===== src/hw/rtl/wpe_pkg.sv =====
`default_nettype none

package wpe_pkg;

    localparam int unsigned C_COLOR_W   = 8;
    localparam int unsigned C_PIXEL_W   = 3 * C_COLOR_W;
    localparam int unsigned C_NS_W      = 16;
    localparam int unsigned C_US_W      = 10;
    localparam int unsigned C_DUR_W     = 20;
    localparam int unsigned C_CFG_IDX_W = 3;
    localparam int unsigned C_CFG_DAT_W = 16;
    localparam int unsigned C_STEP_W    = 6;

    // Segment sequence of one pixel: optional lead-in, 48 bit halves, optional latch
    localparam logic [C_STEP_W-1:0] C_STEP_LEAD      = 6'd0;
    localparam logic [C_STEP_W-1:0] C_STEP_FIRST_BIT = 6'd1;
    localparam logic [C_STEP_W-1:0] C_STEP_LAST_BIT  = 6'd48;
    localparam logic [C_STEP_W-1:0] C_STEP_LATCH     = 6'd49;

    localparam logic [C_DUR_W-1:0] C_NS_PER_US = 20'd1000;

    localparam logic [C_NS_W-1:0] C_RST_ONE_HIGH  = 16'd800;
    localparam logic [C_NS_W-1:0] C_RST_ONE_LOW   = 16'd450;
    localparam logic [C_NS_W-1:0] C_RST_ZERO_HIGH = 16'd400;
    localparam logic [C_NS_W-1:0] C_RST_ZERO_LOW  = 16'd850;
    localparam logic [C_US_W-1:0] C_RST_LATCH     = 10'd80;
    localparam logic [C_US_W-1:0] C_RST_LEAD_IN   = 10'd0;
    localparam logic [C_US_W-1:0] C_RST_IDLE      = 10'd0;

    typedef enum logic [1:0] {
        K_LEAD  = 2'd0,
        K_HIGH  = 2'd1,
        K_LOW   = 2'd2,
        K_LATCH = 2'd3
    } t_kind;

    typedef enum logic [C_CFG_IDX_W-1:0] {
        R_ONE_HIGH  = 3'd0,
        R_ONE_LOW   = 3'd1,
        R_ZERO_HIGH = 3'd2,
        R_ZERO_LOW  = 3'd3,
        R_LATCH     = 3'd4,
        R_LEAD_IN   = 3'd5,
        R_IDLE      = 3'd6
    } t_cfg_idx;

    typedef struct packed {
        logic [C_NS_W-1:0] one_high_ns;
        logic [C_NS_W-1:0] one_low_ns;
        logic [C_NS_W-1:0] zero_high_ns;
        logic [C_NS_W-1:0] zero_low_ns;
        logic [C_US_W-1:0] latch_reset_us;
        logic [C_US_W-1:0] lead_in_us;
        logic [C_US_W-1:0] idle_before_us;
    } t_cfg;

    typedef struct packed {
        logic               level;
        logic [C_DUR_W-1:0] duration_ns;
        t_kind              kind;
        logic               last;
    } t_seg;

endpackage

`default_nettype wire


===== src/hw/rtl/wpe_seg_gen.sv =====
`default_nettype none

module wpe_seg_gen (
    input  wire logic [wpe_pkg::C_STEP_W-1:0]  i_step,
    input  wire logic [wpe_pkg::C_PIXEL_W-1:0] i_pixel,
    input  wire logic                          i_final,
    input  wire wpe_pkg::t_cfg                 i_cfg,
    output wpe_pkg::t_seg                      o_seg
);

    logic [wpe_pkg::C_STEP_W-1:0] bit_step;
    logic [wpe_pkg::C_STEP_W-2:0] bit_num;
    logic [wpe_pkg::C_STEP_W-2:0] bit_idx;
    logic                         bit_val;
    logic [wpe_pkg::C_US_W-1:0]   lead_us;

    always_comb begin
        bit_step = i_step - wpe_pkg::C_STEP_FIRST_BIT;
        bit_num  = bit_step[wpe_pkg::C_STEP_W-1:1];
        // pixel word is {green, red, blue}; bit 0 of the sequence is its MSB
        bit_idx  = (wpe_pkg::C_STEP_W-1)'(wpe_pkg::C_PIXEL_W - 1) - bit_num;
        bit_val  = i_pixel[bit_idx];
        lead_us  = (i_cfg.lead_in_us != '0) ? i_cfg.lead_in_us : i_cfg.idle_before_us;

        o_seg = '0;
        if (i_step == wpe_pkg::C_STEP_LEAD) begin
            o_seg.level       = 1'b0;
            o_seg.kind        = wpe_pkg::K_LEAD;
            o_seg.duration_ns = wpe_pkg::C_DUR_W'(lead_us) * wpe_pkg::C_NS_PER_US;
        end else if (i_step == wpe_pkg::C_STEP_LATCH) begin
            o_seg.level       = 1'b0;
            o_seg.kind        = wpe_pkg::K_LATCH;
            o_seg.duration_ns = wpe_pkg::C_DUR_W'(i_cfg.latch_reset_us)
                                * wpe_pkg::C_NS_PER_US;
        end else if (!bit_step[0]) begin
            o_seg.level       = 1'b1;
            o_seg.kind        = wpe_pkg::K_HIGH;
            o_seg.duration_ns = bit_val ? wpe_pkg::C_DUR_W'(i_cfg.one_high_ns)
                                        : wpe_pkg::C_DUR_W'(i_cfg.zero_high_ns);
        end else begin
            o_seg.level       = 1'b0;
            o_seg.kind        = wpe_pkg::K_LOW;
            o_seg.duration_ns = bit_val ? wpe_pkg::C_DUR_W'(i_cfg.one_low_ns)
                                        : wpe_pkg::C_DUR_W'(i_cfg.zero_low_ns);
        end
        o_seg.last = i_final ? (i_step == wpe_pkg::C_STEP_LATCH)
                             : (i_step == wpe_pkg::C_STEP_LAST_BIT);
    end

endmodule

`default_nettype wire


===== src/hw/rtl/ws2812_pixel_pulse_encoder.sv =====
// WS2812 pixel pulse encoder.
// Input channel (i_in_valid / o_in_stall): one beat per pixel (all three colours), with
// frame_first / frame_final flags. Output channel (o_out_valid / i_out_stall):
// one beat per line segment (level, duration in ns, kind, run_last).
// Each pixel yields 48 bit segments (green, red, blue, MSB first, high then
// low), plus a lead-in segment on a frame's first pixel when lead_in_us or
// idle_before_us is nonzero, plus a latch segment on a frame's last pixel.
// A pixel moves from the holding register into the working register, and
// its segments leave through the single output register, one segment per
// cycle while the receiver does not stall: 48 to 50 per pixel. A one-pixel
// holding register takes the next pixel while the current one is sent, so
// consecutive pixels produce segments with no gap. The user must write the
// configuration (i_cfg_valid / o_cfg_ready, always ready) only while no
// pixel is in flight; the block does not enforce this. Reset restores the
// register defaults and empties all stages. On a receiver stall the output
// beat holds and the sequencer waits; a full holding register stalls input.
`default_nettype none

module ws2812_pixel_pulse_encoder (
    input  wire logic                             i_clk,
    input  wire logic                             i_rst_n,
    // pixel input
    input  wire logic                             i_in_valid,
    output logic                                  o_in_stall,
    input  wire logic [wpe_pkg::C_COLOR_W-1:0]    i_red,
    input  wire logic [wpe_pkg::C_COLOR_W-1:0]    i_green,
    input  wire logic [wpe_pkg::C_COLOR_W-1:0]    i_blue,
    input  wire logic                             i_frame_first,
    input  wire logic                             i_frame_final,
    // segment output
    output logic                                  o_out_valid,
    input  wire logic                             i_out_stall,
    output logic                                  o_line_level,
    output logic [wpe_pkg::C_DUR_W-1:0]           o_duration_ns,
    output logic [1:0]                            o_segment_kind,
    output logic                                  o_run_last,
    // configuration write
    input  wire logic                             i_cfg_valid,
    output logic                                  o_cfg_ready,
    input  wire logic [wpe_pkg::C_CFG_IDX_W-1:0]  i_cfg_index,
    input  wire logic [wpe_pkg::C_CFG_DAT_W-1:0]  i_cfg_data
);

    wpe_pkg::t_cfg                r_cfg;

    logic                         r_hold_vld;
    logic [wpe_pkg::C_PIXEL_W-1:0] r_hold_pixel;
    logic                         r_hold_first;
    logic                         r_hold_final;

    logic                         r_work_vld;
    logic [wpe_pkg::C_PIXEL_W-1:0] r_work_pixel;
    logic                         r_work_final;
    logic [wpe_pkg::C_STEP_W-1:0] r_step;

    logic                         r_out_vld;
    wpe_pkg::t_seg                r_out;

    logic                         n_hold_vld;
    logic                         n_work_vld;
    logic [wpe_pkg::C_STEP_W-1:0] n_step;
    logic                         n_out_vld;

    wpe_pkg::t_seg                seg;
    logic                         out_free;
    logic                         emit;
    logic                         work_done;
    logic                         load_work;
    logic                         in_accept;
    logic                         has_lead;
    logic [wpe_pkg::C_STEP_W-1:0] start_step;

    wpe_seg_gen u_seg_gen (
        .i_step  (r_step),
        .i_pixel (r_work_pixel),
        .i_final (r_work_final),
        .i_cfg   (r_cfg),
        .o_seg   (seg)
    );

    always_comb begin
        out_free   = !r_out_vld || !i_out_stall;
        emit       = r_work_vld && out_free;
        work_done  = emit && seg.last;
        load_work  = r_hold_vld && (!r_work_vld || work_done);
        o_in_stall = r_hold_vld && !load_work;
        in_accept  = i_in_valid && !o_in_stall;

        has_lead   = r_hold_first
                     && (r_cfg.lead_in_us != '0 || r_cfg.idle_before_us != '0);
        start_step = has_lead ? wpe_pkg::C_STEP_LEAD : wpe_pkg::C_STEP_FIRST_BIT;

        n_hold_vld = in_accept ? 1'b1 : (load_work ? 1'b0 : r_hold_vld);
        n_work_vld = load_work ? 1'b1 : (work_done ? 1'b0 : r_work_vld);
        n_step     = load_work ? start_step
                               : (emit ? r_step + wpe_pkg::C_STEP_W'(1) : r_step);
        n_out_vld  = out_free ? emit : r_out_vld;
    end

    always_ff @(posedge i_clk) begin
        if (!i_rst_n) begin
            r_hold_vld <= 1'b0;
            r_work_vld <= 1'b0;
            r_step     <= wpe_pkg::C_STEP_FIRST_BIT;
            r_out_vld  <= 1'b0;
        end else begin
            r_hold_vld <= n_hold_vld;
            r_work_vld <= n_work_vld;
            r_step     <= n_step;
            r_out_vld  <= n_out_vld;
        end
    end

    always_ff @(posedge i_clk) begin
        if (in_accept) begin
            r_hold_pixel <= {i_green, i_red, i_blue};
            r_hold_first <= i_frame_first;
            r_hold_final <= i_frame_final;
        end
        if (load_work) begin
            r_work_pixel <= r_hold_pixel;
            r_work_final <= r_hold_final;
        end
        if (emit) begin
            r_out <= seg;
        end
    end

    // configuration registers
    always_ff @(posedge i_clk) begin
        if (!i_rst_n) begin
            r_cfg.one_high_ns    <= wpe_pkg::C_RST_ONE_HIGH;
            r_cfg.one_low_ns     <= wpe_pkg::C_RST_ONE_LOW;
            r_cfg.zero_high_ns   <= wpe_pkg::C_RST_ZERO_HIGH;
            r_cfg.zero_low_ns    <= wpe_pkg::C_RST_ZERO_LOW;
            r_cfg.latch_reset_us <= wpe_pkg::C_RST_LATCH;
            r_cfg.lead_in_us     <= wpe_pkg::C_RST_LEAD_IN;
            r_cfg.idle_before_us <= wpe_pkg::C_RST_IDLE;
        end else if (i_cfg_valid && o_cfg_ready) begin
            case (i_cfg_index)
                wpe_pkg::R_ONE_HIGH:  r_cfg.one_high_ns    <= i_cfg_data;
                wpe_pkg::R_ONE_LOW:   r_cfg.one_low_ns     <= i_cfg_data;
                wpe_pkg::R_ZERO_HIGH: r_cfg.zero_high_ns   <= i_cfg_data;
                wpe_pkg::R_ZERO_LOW:  r_cfg.zero_low_ns    <= i_cfg_data;
                wpe_pkg::R_LATCH:     r_cfg.latch_reset_us <= i_cfg_data[wpe_pkg::C_US_W-1:0];
                wpe_pkg::R_LEAD_IN:   r_cfg.lead_in_us     <= i_cfg_data[wpe_pkg::C_US_W-1:0];
                wpe_pkg::R_IDLE:      r_cfg.idle_before_us <= i_cfg_data[wpe_pkg::C_US_W-1:0];
                default: ;
            endcase
        end
    end

    assign o_cfg_ready    = 1'b1;
    assign o_out_valid    = r_out_vld;
    assign o_line_level   = r_out.level;
    assign o_duration_ns  = r_out.duration_ns;
    assign o_segment_kind = r_out.kind;
    assign o_run_last     = r_out.last;

`ifndef NO_ASSERTIONS
    a_step_range: assert property (@(posedge i_clk) disable iff (!i_rst_n)
        r_work_vld |-> r_step <= wpe_pkg::C_STEP_LATCH)
        else $error("segment step out of range");

    a_last_kind: assert property (@(posedge i_clk) disable iff (!i_rst_n)
        (o_out_valid && o_run_last) |->
            (r_out.kind == wpe_pkg::K_LOW || r_out.kind == wpe_pkg::K_LATCH))
        else $error("run_last on a segment that cannot end a pixel");

    a_stall_full: assert property (@(posedge i_clk) disable iff (!i_rst_n)
        o_in_stall |-> r_hold_vld)
        else $error("input stalled with empty holding register");

    a_load_idle: assert property (@(posedge i_clk) disable iff (!i_rst_n)
        (r_hold_vld && !r_work_vld) |=> r_work_vld)
        else $error("held pixel not moved into an idle sequencer");
`endif

endmodule

`default_nettype wire

===== config.mk =====
export PLATFORM = sky130hd
export DESIGN_NAME = ws2812_pixel_pulse_encoder
export DESIGN_NICKNAME = d
export VERILOG_FILES = /design/src/hw/rtl/wpe_pkg.sv /design/src/hw/rtl/wpe_seg_gen.sv /design/src/hw/rtl/ws2812_pixel_pulse_encoder.sv
export SDC_FILE = /design/constraint.sdc
export NUM_CORES = 1
export LEC_CHECK = 0
export CAP_MARGIN = 20
export CELL_PAD_IN_SITES_DETAIL_PLACEMENT = 1
export CELL_PAD_IN_SITES_GLOBAL_PLACEMENT = 2
export CORE_ASPECT_RATIO = 1.75
export CORE_MARGIN = 2
export CORE_UTILIZATION = 45
export DETAILED_ROUTE_END_ITERATION = 7
export DONT_BUFFER_PORTS = 1
export PLACE_DENSITY_LB_ADDON = 0.1
export SLEW_MARGIN = 20
export SYNTH_ARGS = -nofsm -noshare
export SYNTH_HDL_FRONTEND = slang
export SYNTH_SLANG_ARGS = --single-unit

===== constraint.sdc =====
create_clock -name i_clk -period 14.2 [get_ports i_clk]
set_input_delay 2.13 -clock i_clk [delete_from_list [all_inputs] [get_ports i_clk]]
set_output_delay 2.13 -clock i_clk [all_outputs]
set_load 0.02 [all_outputs]

==> impl_metrics.json, run 1 <==
{
  "run_status": "finished, final reports clean",
  "critical_path.most_common_cell": "ha_1",
  "p_sw_share_pct": 30.1,
  "synth_flop_cell": "dfxtp_1",
  "grt_pass1_wl_mm": 45.3,
  "diodes": 0,
  "netlist_instances": 1053,
  "drtIter0Drc": 316,
  "fin_setup_tns_ns": 0,
  "setup_viol": 0,
  "p_int_w": 0.000909,
  "slowest_delay_ns": 0.76,
  "cp_max_fo": 6,
  "via_per_inst": 5.49,
  "yosysUniqueCellTypes": 59,
  "antenna_found_initial": 0,
  "drt-total-wl_mm": 29.3,
  "dp_hpwl_mm": 22.1,
  "min_path_type": "reg -> reg",
  "gp_congestion": 0.832,
  "crit_path_end_kind": "register",
  "drive_above_1_share_pct": 6.85,
  "pwr-share-seq_pct": 44.5,
  "peakVddDrop_mv": 0.125,
  "maxSlewViolCount": 0,
  "worst-path-buf-inv": 2,
  "synth-seq-cells": 178,
  "final-hold-violation-count": 0,
  "die_w_um": 120,
  "fin_crit_sh_pct": 44.3,
  "fillCellCount": 2607,
  "drcViolationCount": 0,
  "synth_warnings": 0,
  "cts_num_sinks": 178,
  "postCtsSetupBuffers": 0,
  "io_buffers": 0,
  "drt-pass1-iter-count": 4,
  "numCtsBuffers": 17,
  "die_h_um": 207,
  "worstSetupStartpointType": "register",
  "slew_headroom_pct": 33.1,
  "combPwrFrac_pct": 19.4,
  "cts_root_buffer": "clkbuf_16",
  "cts_resized": 0,
  "cts.clk_slew.worst_paths_ns": 0.07,
  "p_per_area_nw_per_um2": 113,
  "slowest_stage": "nor4_1",
  "switchingPower_w": 0.000392,
  "synthToLayoutAreaGrowth_pct": 8.02,
  "ant_nets": 0,
  "clockPowerShare_pct": 36.1,
  "htreeDepth": 4,
  "synth_edf_count": 75,
  "syn_area_per_cell_um2": 10.1,
  "pin_count": 77,
  "fin_crit_ns": 6.29,
  "grt_usage_pct": 24.6,
  "globalRoute.totalOverflow": 0,
  "utilization_pct": 49.4,
  "max_freq_ghz": 0.159,
  "synthArstFlopShare_pct": 0,
  "finClkSkew_ns": 0.00840,
  "die_area_um2": 24900,
  "grt_max_degree": 100,
  "tightest_slew_ns": 1.00,
  "finalPower_w": 0.00130,
  "dr_total_vias": 7443,
  "core.rowCount": 74,
  "hold_buffers": 0,
  "core_area_um2": 23200,
  "syn_area_um2": 10600,
  "cts_tree": "done",
  "crit_family": "adder cells",
  "syn_nets": 1246,
  "crit_chain": "or4_1 > nor4_1 > buf_4 > a21o_1 > ha_1 > ha_1 > xor2_1 > ha_1 > a21oi_1 > fa_1 > fa_1 > inv_1 > ha_1 > a21o_1 > a21oi_1 > a31oi_1 > a41o_1 > o41ai_1 > xnor2_1 > o22ai_1",
  "grt_pass1_vias": 7958,
  "leakagePower_nw": 4.85,
  "start_util_pct": 45.7,
  "final_net_count": 1231,
  "insertion_delay_ns": 0.45,
  "crit_type": "reg -> reg",
  "drv_cap": 0,
  "wl_per_cell_um": 21.6,
  "ys_seq_area_share_pct": 40.6,
  "cp.arrival_ns": 6.47,
  "clock_path_buffers": 2,
  "critPathRequiredTime_ns": 14.39,
  "rsz0062_at_grt": "false"
}
-- routing by layer --
metal / routed length [um] / track usage [%] / part of all wire [%]
met1: 11100 / 26.6 / 38
met2: 15800 / 44.7 / 54
met3: 1220 / 5.80 / 4.2
met4: 1140 / 10.8 / 3.9
met5: 0 / 0 / 0
-- synth_stat cells, drive strengths merged (12+ instances only) --
master | n | share of area, %
nand2 | 230 | 8.1
dfxtp | 103 | 19
ha | 86 | 10
inv | 82 | 2.9
a21boi | 78 | 5.5
edfxtp | 75 | 21
fa | 57 | 11
nor2 | 43 | 1.5
clkbuf | 36 | 1.3
nand3 | 35 | 1.6
a21oi | 30 | 1.4
xnor2 | 22 | 1.8
xor2 | 17 | 1.6
mux2 | 12 | 1.3
-- final timing paths --
check / from / endpoint / slack, ns / depth (start not counted)
setup / recovery: r_cfg[13] / o_duration_ns[19] / 7.91 / 20
hold / removal: r_hold_pixel[12] / r_work_pixel[12] / 0.42 / 0
setup reg to reg: r_cfg[13] / o_duration_ns[19] / 7.91 / 20
hold reg to reg: r_hold_pixel[12] / r_work_pixel[12] / 0.42 / 0
-- final cells by class --
| type | instances | area [um^2] | area share [%] |
|---|---|---|---|
| tap | 304 | 380 | 3.31 |
| clock buffer | 18 | 429 | 3.74 |
| clock inverter | 14 | 143 | 1.24 |
| inverter | 82 | 308 | 2.68 |
| timing repair buffer | 10 | 75.1 | 0.654 |
| sequential | 178 | 4310 | 37.6 |
| multi-input combinational | 749 | 5830 | 50.8 |
-- stage by stage --
stage                     hold WS (ns)  setup slack, ns  area, um^2  std cells
after floorplan                  0.400             8.71       10600       1053
after global routing             0.422             7.54       11500       1355
final                            0.418             7.91       11500       1355
after detailed placement         0.405             7.94       10900       1323
after global placement           0.403             8.07       10900       1323
after CTS                        0.419             7.90       11500       1355
-- cell usage in the layout, fill, tap and decap left out, types with 16 or more instances in the layout --
| cell | netlist | final |
|---|---|---|
| nand3_1 | 35 | 35 |
| a21oi_1 | 30 | 30 |
| xnor2_1 | 22 | 22 |
| fa_1 | 57 | 57 |
| edfxtp_1 | 75 | 75 |
| dfxtp_1 | 103 | 103 |
| nor2_1 | 43 | 42 |
| ha_1 | 86 | 86 |
| nand2_1 | 230 | 230 |
| clkbuf_16 | 0 | 17 |
| a21boi_0 | 78 | 78 |
| xor2_1 | 16 | 16 |
| inv_1 | 82 | 82 |
-- cell families (layout without fill, tap and decap cells) --
kind of cell / count (synthesis) / in the layout / synth area share (%)
DFF: 178 / 178 / 40.6
adders and majority gates: 143 / 143 / 20.9
other: 1 / 1 / 0.0353
buffers and inverters: 126 / 124 / 4.69
muxes: 34 / 34 / 4.67
xor gates and xnor gates: 39 / 39 / 3.39
AOI/OAI and AO/OA: 175 / 175 / 11.6
and+or+nand+nor: 357 / 357 / 14.2
-- power by group through the flow --
stage / logic (W) / clock network [W] / registers [W]
after floorplan: 0.000191 / 0 / 0.000584
final: 0.000253 / 0.000470 / 0.000579
after global placement: 0.000252 / 0 / 0.000590
after CTS: 0.000257 / 0.000482 / 0.000579
after global routing: 0.000281 / 0.000496 / 0.000581
after detailed placement: 0.000255 / 0 / 0.000591
-- state kept, by name (all words and copies together) (netlist names), 2 cells and up --
name	cells
o_duration_ns	20
o_segment_kind	2
r_cfg	94
r_hold_pixel	24
r_step	6
r_work_pixel	24
Note: power is estimated with default switching activity, not from simulation.
==> run 2: changes to the inputs <==
--- a/config.mk
+++ b/config.mk
@@ -10,7 +10,7 @@
 export CELL_PAD_IN_SITES_GLOBAL_PLACEMENT = 2
 export CORE_ASPECT_RATIO = 1.75
 export CORE_MARGIN = 2
-export CORE_UTILIZATION = 45
+export CORE_UTILIZATION = 38
 export DETAILED_ROUTE_END_ITERATION = 7
 export DONT_BUFFER_PORTS = 1
 export PLACE_DENSITY_LB_ADDON = 0.1
==> constraint.sdc (replaced) <==
create_clock -name i_clk -period 5.5 [get_ports i_clk]
set_input_delay 0.825 -clock i_clk [delete_from_list [all_inputs] [get_ports i_clk]]
set_output_delay 0.825 -clock i_clk [all_outputs]
set_load 0.02 [all_outputs]
==> run 2 against run 1 <==
Critical path depth did not move. First-iteration DRC count rose by 14%. Maximum frequency rose by 18%. Worst hold slack got worse by 0.0028 ns. Total power rose to 2.6 times the previous value. Largest cell class unchanged. Largest power group unchanged. Highest routed layer unchanged.
==> impl_metrics.json, run 2 (synthesized netlist as in run 1, its figures left out) <==
{
  "run_status": "finished, final reports clean",
  "finClkSkew_ns": 0.0174,
  "place_ws_ns": -0.0686,
  "grt_max_degree": 100,
  "via_per_inst": 5.14,
  "multi_input_area_um2": 6010,
  "fin_crit_sh_pct": 96.5,
  "critPathRequiredTime_ns": 5.65,
  "antenna_found_initial": 0,
  "top_regs": "r_cfg: 94 flops, r_hold_pixel: 24 flops, r_work_pixel: 24 flops",
  "grt_pass1_wl_mm": 47.7,
  "place_area_um2": 11300,
  "gp_congestion": 0.824,
  "wl_per_cell_um": 21.2,
  "core_area_um2": 27800,
  "setup_slack_ns": 0.190,
  "cp.arrival_ns": 5.46,
  "drt-pass1-iter-count": 4,
  "max_freq_ghz": 0.188,
  "largest_reg_flops": 94,
  "whs_ns": 0.416,
  "grt-busiest-layer": "met2",
  "cts_num_sinks": 178,
  "drcViolationCount": 0,
  "die_area_um2": 29400,
  "fin_crit_ns": 5.31,
  "worst-path-buf-inv": 4,
  "fillCellCount": 3147,
  "ff_latch_area_um2": 4320,
  "drtIter0Drc": 361,
  "setup_viol": 0,
  "die_h_um": 225,
  "diodes": 0,
  "final_cell_mix": "nand2_1, dfxtp_1, inv_1, a21boi_0, ha_1",
  "hold-path-endpoint": "r_work_pixel[21]",
  "dp_hpwl_mm": 23.5,
  "gr-usage-met2_pct": 42.1,
  "drive_above_1_share_pct": 13.4,
  "peakVddDrop_mv": 0.259,
  "critical_path.most_common_cell": "fa_1",
  "fin_area_um2": 12100,
  "r2r-start": "r_cfg[10]",
  "cts.clk_slew.worst_paths_ns": 0.08,
  "final-hold-violation-count": 0,
  "met3_usage_pct": 3.40,
  "hp-start": "r_hold_pixel[21]",
  "maxSlewViolCount": 0,
  "pin_count": 77,
  "grtUsageMet1_pct": 26.1,
  "layoutNonFillerInstCount": 1466,
  "reg2reg_slack_ns": 0.19,
  "htreeDepth": 4,
  "crit_chain": "or4_4 > nor4_4 > buf_6 > a21o_1 > buf_4 > xnor2_2 > ha_2 > inv_1 > fa_1 > fa_1 > fa_1 > inv_1 > ha_4 > a21o_1 > a21oi_2 > a31oi_2 > a41o_1 > o41ai_2 > xnor2_1 > o22ai_1",
  "cp_max_fo": 7,
  "layout_commonest_cell": "nand2_1",
  "top_register": "r_cfg",
  "grt_usage_pct": 22.3,
  "crit_path_end_kind": "register",
  "reg2regPathDepth": 20,
  "slowest_delay_ns": 0.54,
  "crit_type": "reg -> reg",
  "leakagePower_nw": 5.10,
  "cts_tree": "done",
  "final_net_count": 1273,
  "clock_path_buffers": 2,
  "drt-total-wl_mm": 31.1,
  "numCtsBuffers": 17,
  "hold_buffers": 0,
  "insertion_delay_ns": 0.45,
  "dp.cells": 1428,
  "ant_nets": 0,
  "tightest_slew_ns": 1.06,
  "hold-path-cell-count": 0,
  "synthToLayoutAreaGrowth_pct": 13.9,
  "die_w_um": 130,
  "p_per_area_nw_per_um2": 284,
  "r2r_end": "o_duration_ns[19]",
  "globalRoute.totalOverflow": 0,
  "slowest_stage": "or4_4",
  "min_path_type": "reg -> reg",
  "crit_family": "adder cells",
  "drv_cap": 0,
  "slew_headroom_pct": 29.1,
  "dr_total_vias": 7537,
  "start_util_pct": 38.3,
  "io_buffers": 0,
  "core.rowCount": 81,
  "grt_pass1_vias": 8107,
  "worstSetupStartpointType": "register",
  "cts_root_buffer": "clkbuf_16"
}
## run 2: changes by cell type in the layout (fill, tap and decap cells not counted), moves of 4 or more
| cell | before | now |
|---|---|---|
| fa_2 | 0 | 4 |
| ha_1 | 86 | 78 |
| ha_4 | 0 | 5 |
| fa_1 | 57 | 53 |
| a21oi_2 | 0 | 4 |
| buf_4 | 10 | 49 |
| a21oi_1 | 30 | 24 |
| clkinv_8 | 0 | 5 |
## run 2: where the power goes
part	total (W)	internal, W	switching, W
logic	0.000716	0.000299	0.000418
clock network	0.00123	0.000615	0.000618
registers	0.00149	0.00144	0.0000448
total	0.00344	0.00236	0.00108
## run 2: area by class of cell
| class | count | share of cell area (%) |
|---|---|---|
| multi-input combinational | 749 | 49.6 |
| clock inverter | 15 | 1.46 |
| timing repair buffer | 52 | 3.35 |
| tap | 373 | 3.86 |
| clock buffer | 17 | 3.51 |
| inverter | 82 | 2.54 |
| sequential | 178 | 35.7 |
## run 2: per-stage QoR
step	setup TNS, ns	power [W]	util, %
floorplan	0	0.00200	-
detailed placement	-0.0686	0.00222	40.6
finish	0	0.00344	43.6
CTS	0	0.00347	42.8
global placement	0	0.00221	40.5
global route	-0.0218	0.00361	43.6
## run 2: worst max-delay path by stage
stage                    from                end  slack [ns]  cells after the start
CTS                 r_cfg[13]  o_duration_ns[19]        0.01                     20
global placement    r_cfg[13]  o_duration_ns[19]        0.04                     20
floorplan           r_cfg[13]  o_duration_ns[19]       0.008                     19
finish              r_cfg[10]  o_duration_ns[19]        0.19                     20
global route        r_cfg[10]  o_duration_ns[19]       -0.02                     20
detailed placement  r_cfg[13]  o_duration_ns[19]       -0.07                     20
## run 2: per-layer routing
layer	wire [um]	share of wire (%)	vias up
met5	0	0	-
met4	261	0.84	0
met3	828	2.7	13
met2	17600	57	107
met1	12400	40	3784
li1	-	-	3633
## run 2: what timing repair did
item,4_1_cts,5_1_grt
setup buffers,0,6
resized for setup,2,35
pin swaps,0,21
endpoints found under the setup margin,1,6
==> run 3: changes to the inputs <==
--- a/config.mk
+++ b/config.mk
@@ -10,7 +10,7 @@
 export CELL_PAD_IN_SITES_GLOBAL_PLACEMENT = 2
 export CORE_ASPECT_RATIO = 1.75
 export CORE_MARGIN = 2
-export CORE_UTILIZATION = 38
+export CORE_UTILIZATION = 42
 export DETAILED_ROUTE_END_ITERATION = 7
 export DONT_BUFFER_PORTS = 1
 export PLACE_DENSITY_LB_ADDON = 0.1
==> constraint.sdc (replaced) <==
create_clock -name i_clk -period 4.9 [get_ports i_clk]
set_input_delay 0.735 -clock i_clk [delete_from_list [all_inputs] [get_ports i_clk]]
set_output_delay 0.735 -clock i_clk [all_outputs]
set_load 0.005 [all_outputs]
==> run 3 against run 2 <==
The flow now finishes with violations (setup timing). Sequential share of layout area is 0.82 points lower. Count of clock-buffer cells in the layout is 1 higher. Worst setup slack worse by 0.50 ns. Wire length is 1.1% lower. Non-clock buffer count is 31 higher. Final cell count is 1.8% lower. First-iteration DRC count is 20% lower. Register-to-register slack worse by 0.50 ns. Total power is 15% higher. Sequential power is 11% higher. Critical endpoint unchanged.
==> impl_metrics.json, run 3 (synthesized netlist as in run 1, its figures left out) <==
{
  "core_area_um2": 25000,
  "crit_chain": "or4_4 > nor4_4 > buf_6 > a21oi_4 > fa_1 > fa_1 > fa_1 > fa_1 > inv_2 > ha_4 > or3_4 > o21ai_2 > a31oi_2 > a41o_1 > o41ai_2 > xnor2_1 > o22ai_1",
  "multi_input_area_um2": 6140,
  "grt_usage_pct": 24.0,
  "rsz0062_at_grt": "true",
  "maxSlewViolCount": 0,
  "largest_reg_flops": 94,
  "pin_count": 77,
  "drive_above_1_share_pct": 17.1,
  "hp-start": "i_red[6]",
  "clockPowerShare_pct": 35.9,
  "fin_crit_sh_pct": 106,
  "cts.clk_slew.worst_paths_ns": 0.08,
  "die_area_um2": 26600,
  "finClkSkew_ns": 0.0141,
  "die_h_um": 214,
  "reg2regPathDepth": 17,
  "fin_crit_ns": 5.21,
  "cp.arrival_ns": 5.38,
  "tightest_slew_ns": 1.08,
  "run_status": "finished, violations left",
  "diodes": 0,
  "grt_pass1_vias": 8560,
  "top_regs": "r_cfg: 94 flops, r_hold_pixel: 24 flops, r_work_pixel: 24 flops",
  "synthToLayoutAreaGrowth_pct": 16.6,
  "core.rowCount": 77,
  "reg2reg_slack_ns": -0.31,
  "violations": "setup timing",
  "cts_root_buffer": "clkbuf_16",
  "dp_hpwl_mm": 23.1,
  "place_area_um2": 11600,
  "crit_type": "reg -> reg",
  "peakVddDrop_mv": 0.340,
  "drcViolationCount": 0,
  "p_sw_share_pct": 29.7,
  "clock_path_buffers": 2,
  "fin_area_um2": 12400,
  "setup_slack_ns": -0.307,
  "worstSetupEndpoint": "o_duration_ns[19]",
  "via_per_inst": 5.35,
  "worstSetupStartpointType": "register",
  "grt_max_degree": 100,
  "leakagePower_nw": 5.27,
  "drt-pass1-iter-count": 4,
  "cp-startpoint": "r_cfg[13]",
  "combPwrFrac_pct": 22.1,
  "drv_cap": 0,
  "io_buffers": 0,
  "final_cell_mix": "nand2_1, dfxtp_1, buf_4, a21boi_0, inv_1",
  "cts_tree": "done",
  "insertion_delay_ns": 0.46,
  "htreeDepth": 4,
  "gp_congestion": 0.785,
  "utilization_pct": 49.5,
  "dr_total_vias": 7709,
  "slew_headroom_pct": 27.7,
  "slowest_delay_ns": 0.56,
  "final-hold-violation-count": 0,
  "start_util_pct": 42.4,
  "final_net_count": 1304,
  "antenna_found_initial": 0,
  "cp_max_fo": 8,
  "numCtsBuffers": 17,
  "r2r_end": "o_duration_ns[19]",
  "layout_commonest_cell": "nand2_1",
  "ant_nets": 0,
  "place_ws_ns": -0.425,
  "die_w_um": 124,
  "setup_viol": 7,
  "crit_path_end_kind": "register",
  "cts_num_sinks": 178,
  "r2r-start": "r_cfg[13]",
  "fin_setup_tns_ns": -1.08,
  "critical_path.most_common_cell": "fa_1",
  "p_per_area_nw_per_um2": 318,
  "min_path_type": "in -> reg",
  "slowest_stage": "fa_1",
  "switchingPower_w": 0.00117,
  "ff_latch_area_um2": 4320,
  "drt-total-wl_mm": 30.7,
  "critPathRequiredTime_ns": 5.07,
  "p_int_w": 0.00277,
  "drtIter0Drc": 288,
  "max_freq_ghz": 0.192,
  "grt_pass1_wl_mm": 48.4,
  "wl_per_cell_um": 21.3,
  "top_register": "r_cfg",
  "globalRoute.totalOverflow": 0,
  "pwr-share-seq_pct": 41.9,
  "hold_buffers": 0,
  "fillCellCount": 2766,
  "finalPower_w": 0.00394
}
-- run 3: cell type report --
class / count / area share [%]
multi-input cells: 749 / 49.5
well taps: 316 / 3.19
clock buffers: 18 / 3.46
flip-flops and latches: 178 / 34.8
clock inverters: 14 / 1.35
inverters: 82 / 2.48
repair buffers: 83 / 5.15
-- run 3: per-stage QoR --
step                hold WS, ns  std cells
floorplan                 0.400       1053
global placement          0.403       1404
detailed placement        0.406       1404
CTS                       0.346       1438
global route              0.349       1440
finish                    0.373       1440
-- run 3: critical path, delay by kind of cell, from the launching register on --
family | cells | cell delay, ns
adder cells (fa/ha/maj) | 5 | 2.24
AND/OR/NAND/NOR | 3 | 1.16
AO/OA/AOI/OAI | 6 | 0.83
flip-flops | 1 | 0.32
buffers and inverters | 2 | 0.23
XOR/XNOR | 1 | 0.16
-- run 3: metal layers --
layer / share of wire, % / routed length, um / track usage [%]
met2: 56 / 17100 / 45.8
met3: 2.7 / 841 / 4.12
met4: 3.3 / 1020 / 9.25
met5: 0 / 0 / 0
met1: 38 / 11700 / 26.0
-- run 3: how the worst min path moves through the flow --
stage | cells after the start | end
after floorplan | 0 | r_work_final
after global placement | 0 | r_work_pixel[15]
after detailed placement | 0 | r_work_pixel[11]
after CTS | 1 | r_cfg[26]
after global routing | 0 | r_hold_final
final | 0 | r_hold_pixel[14]
-- run 3: timing repair --
item	in CTS	in global routing
hold endpoints to repair	0	0
resized for setup	19	19
endpoints found under the setup margin	9	9
pin swaps	24	17
buffers inserted	2	4
-- run 3: power by group through the flow --
stage                     registers [W]  logic, W  clock network (W)
after floorplan                 0.00167  0.000575                  0
after global placement          0.00168  0.000836                  0
after detailed placement        0.00168  0.000850                  0
after CTS                       0.00165  0.000879            0.00146
after global routing            0.00166  0.000964            0.00151
final                           0.00165  0.000872            0.00142
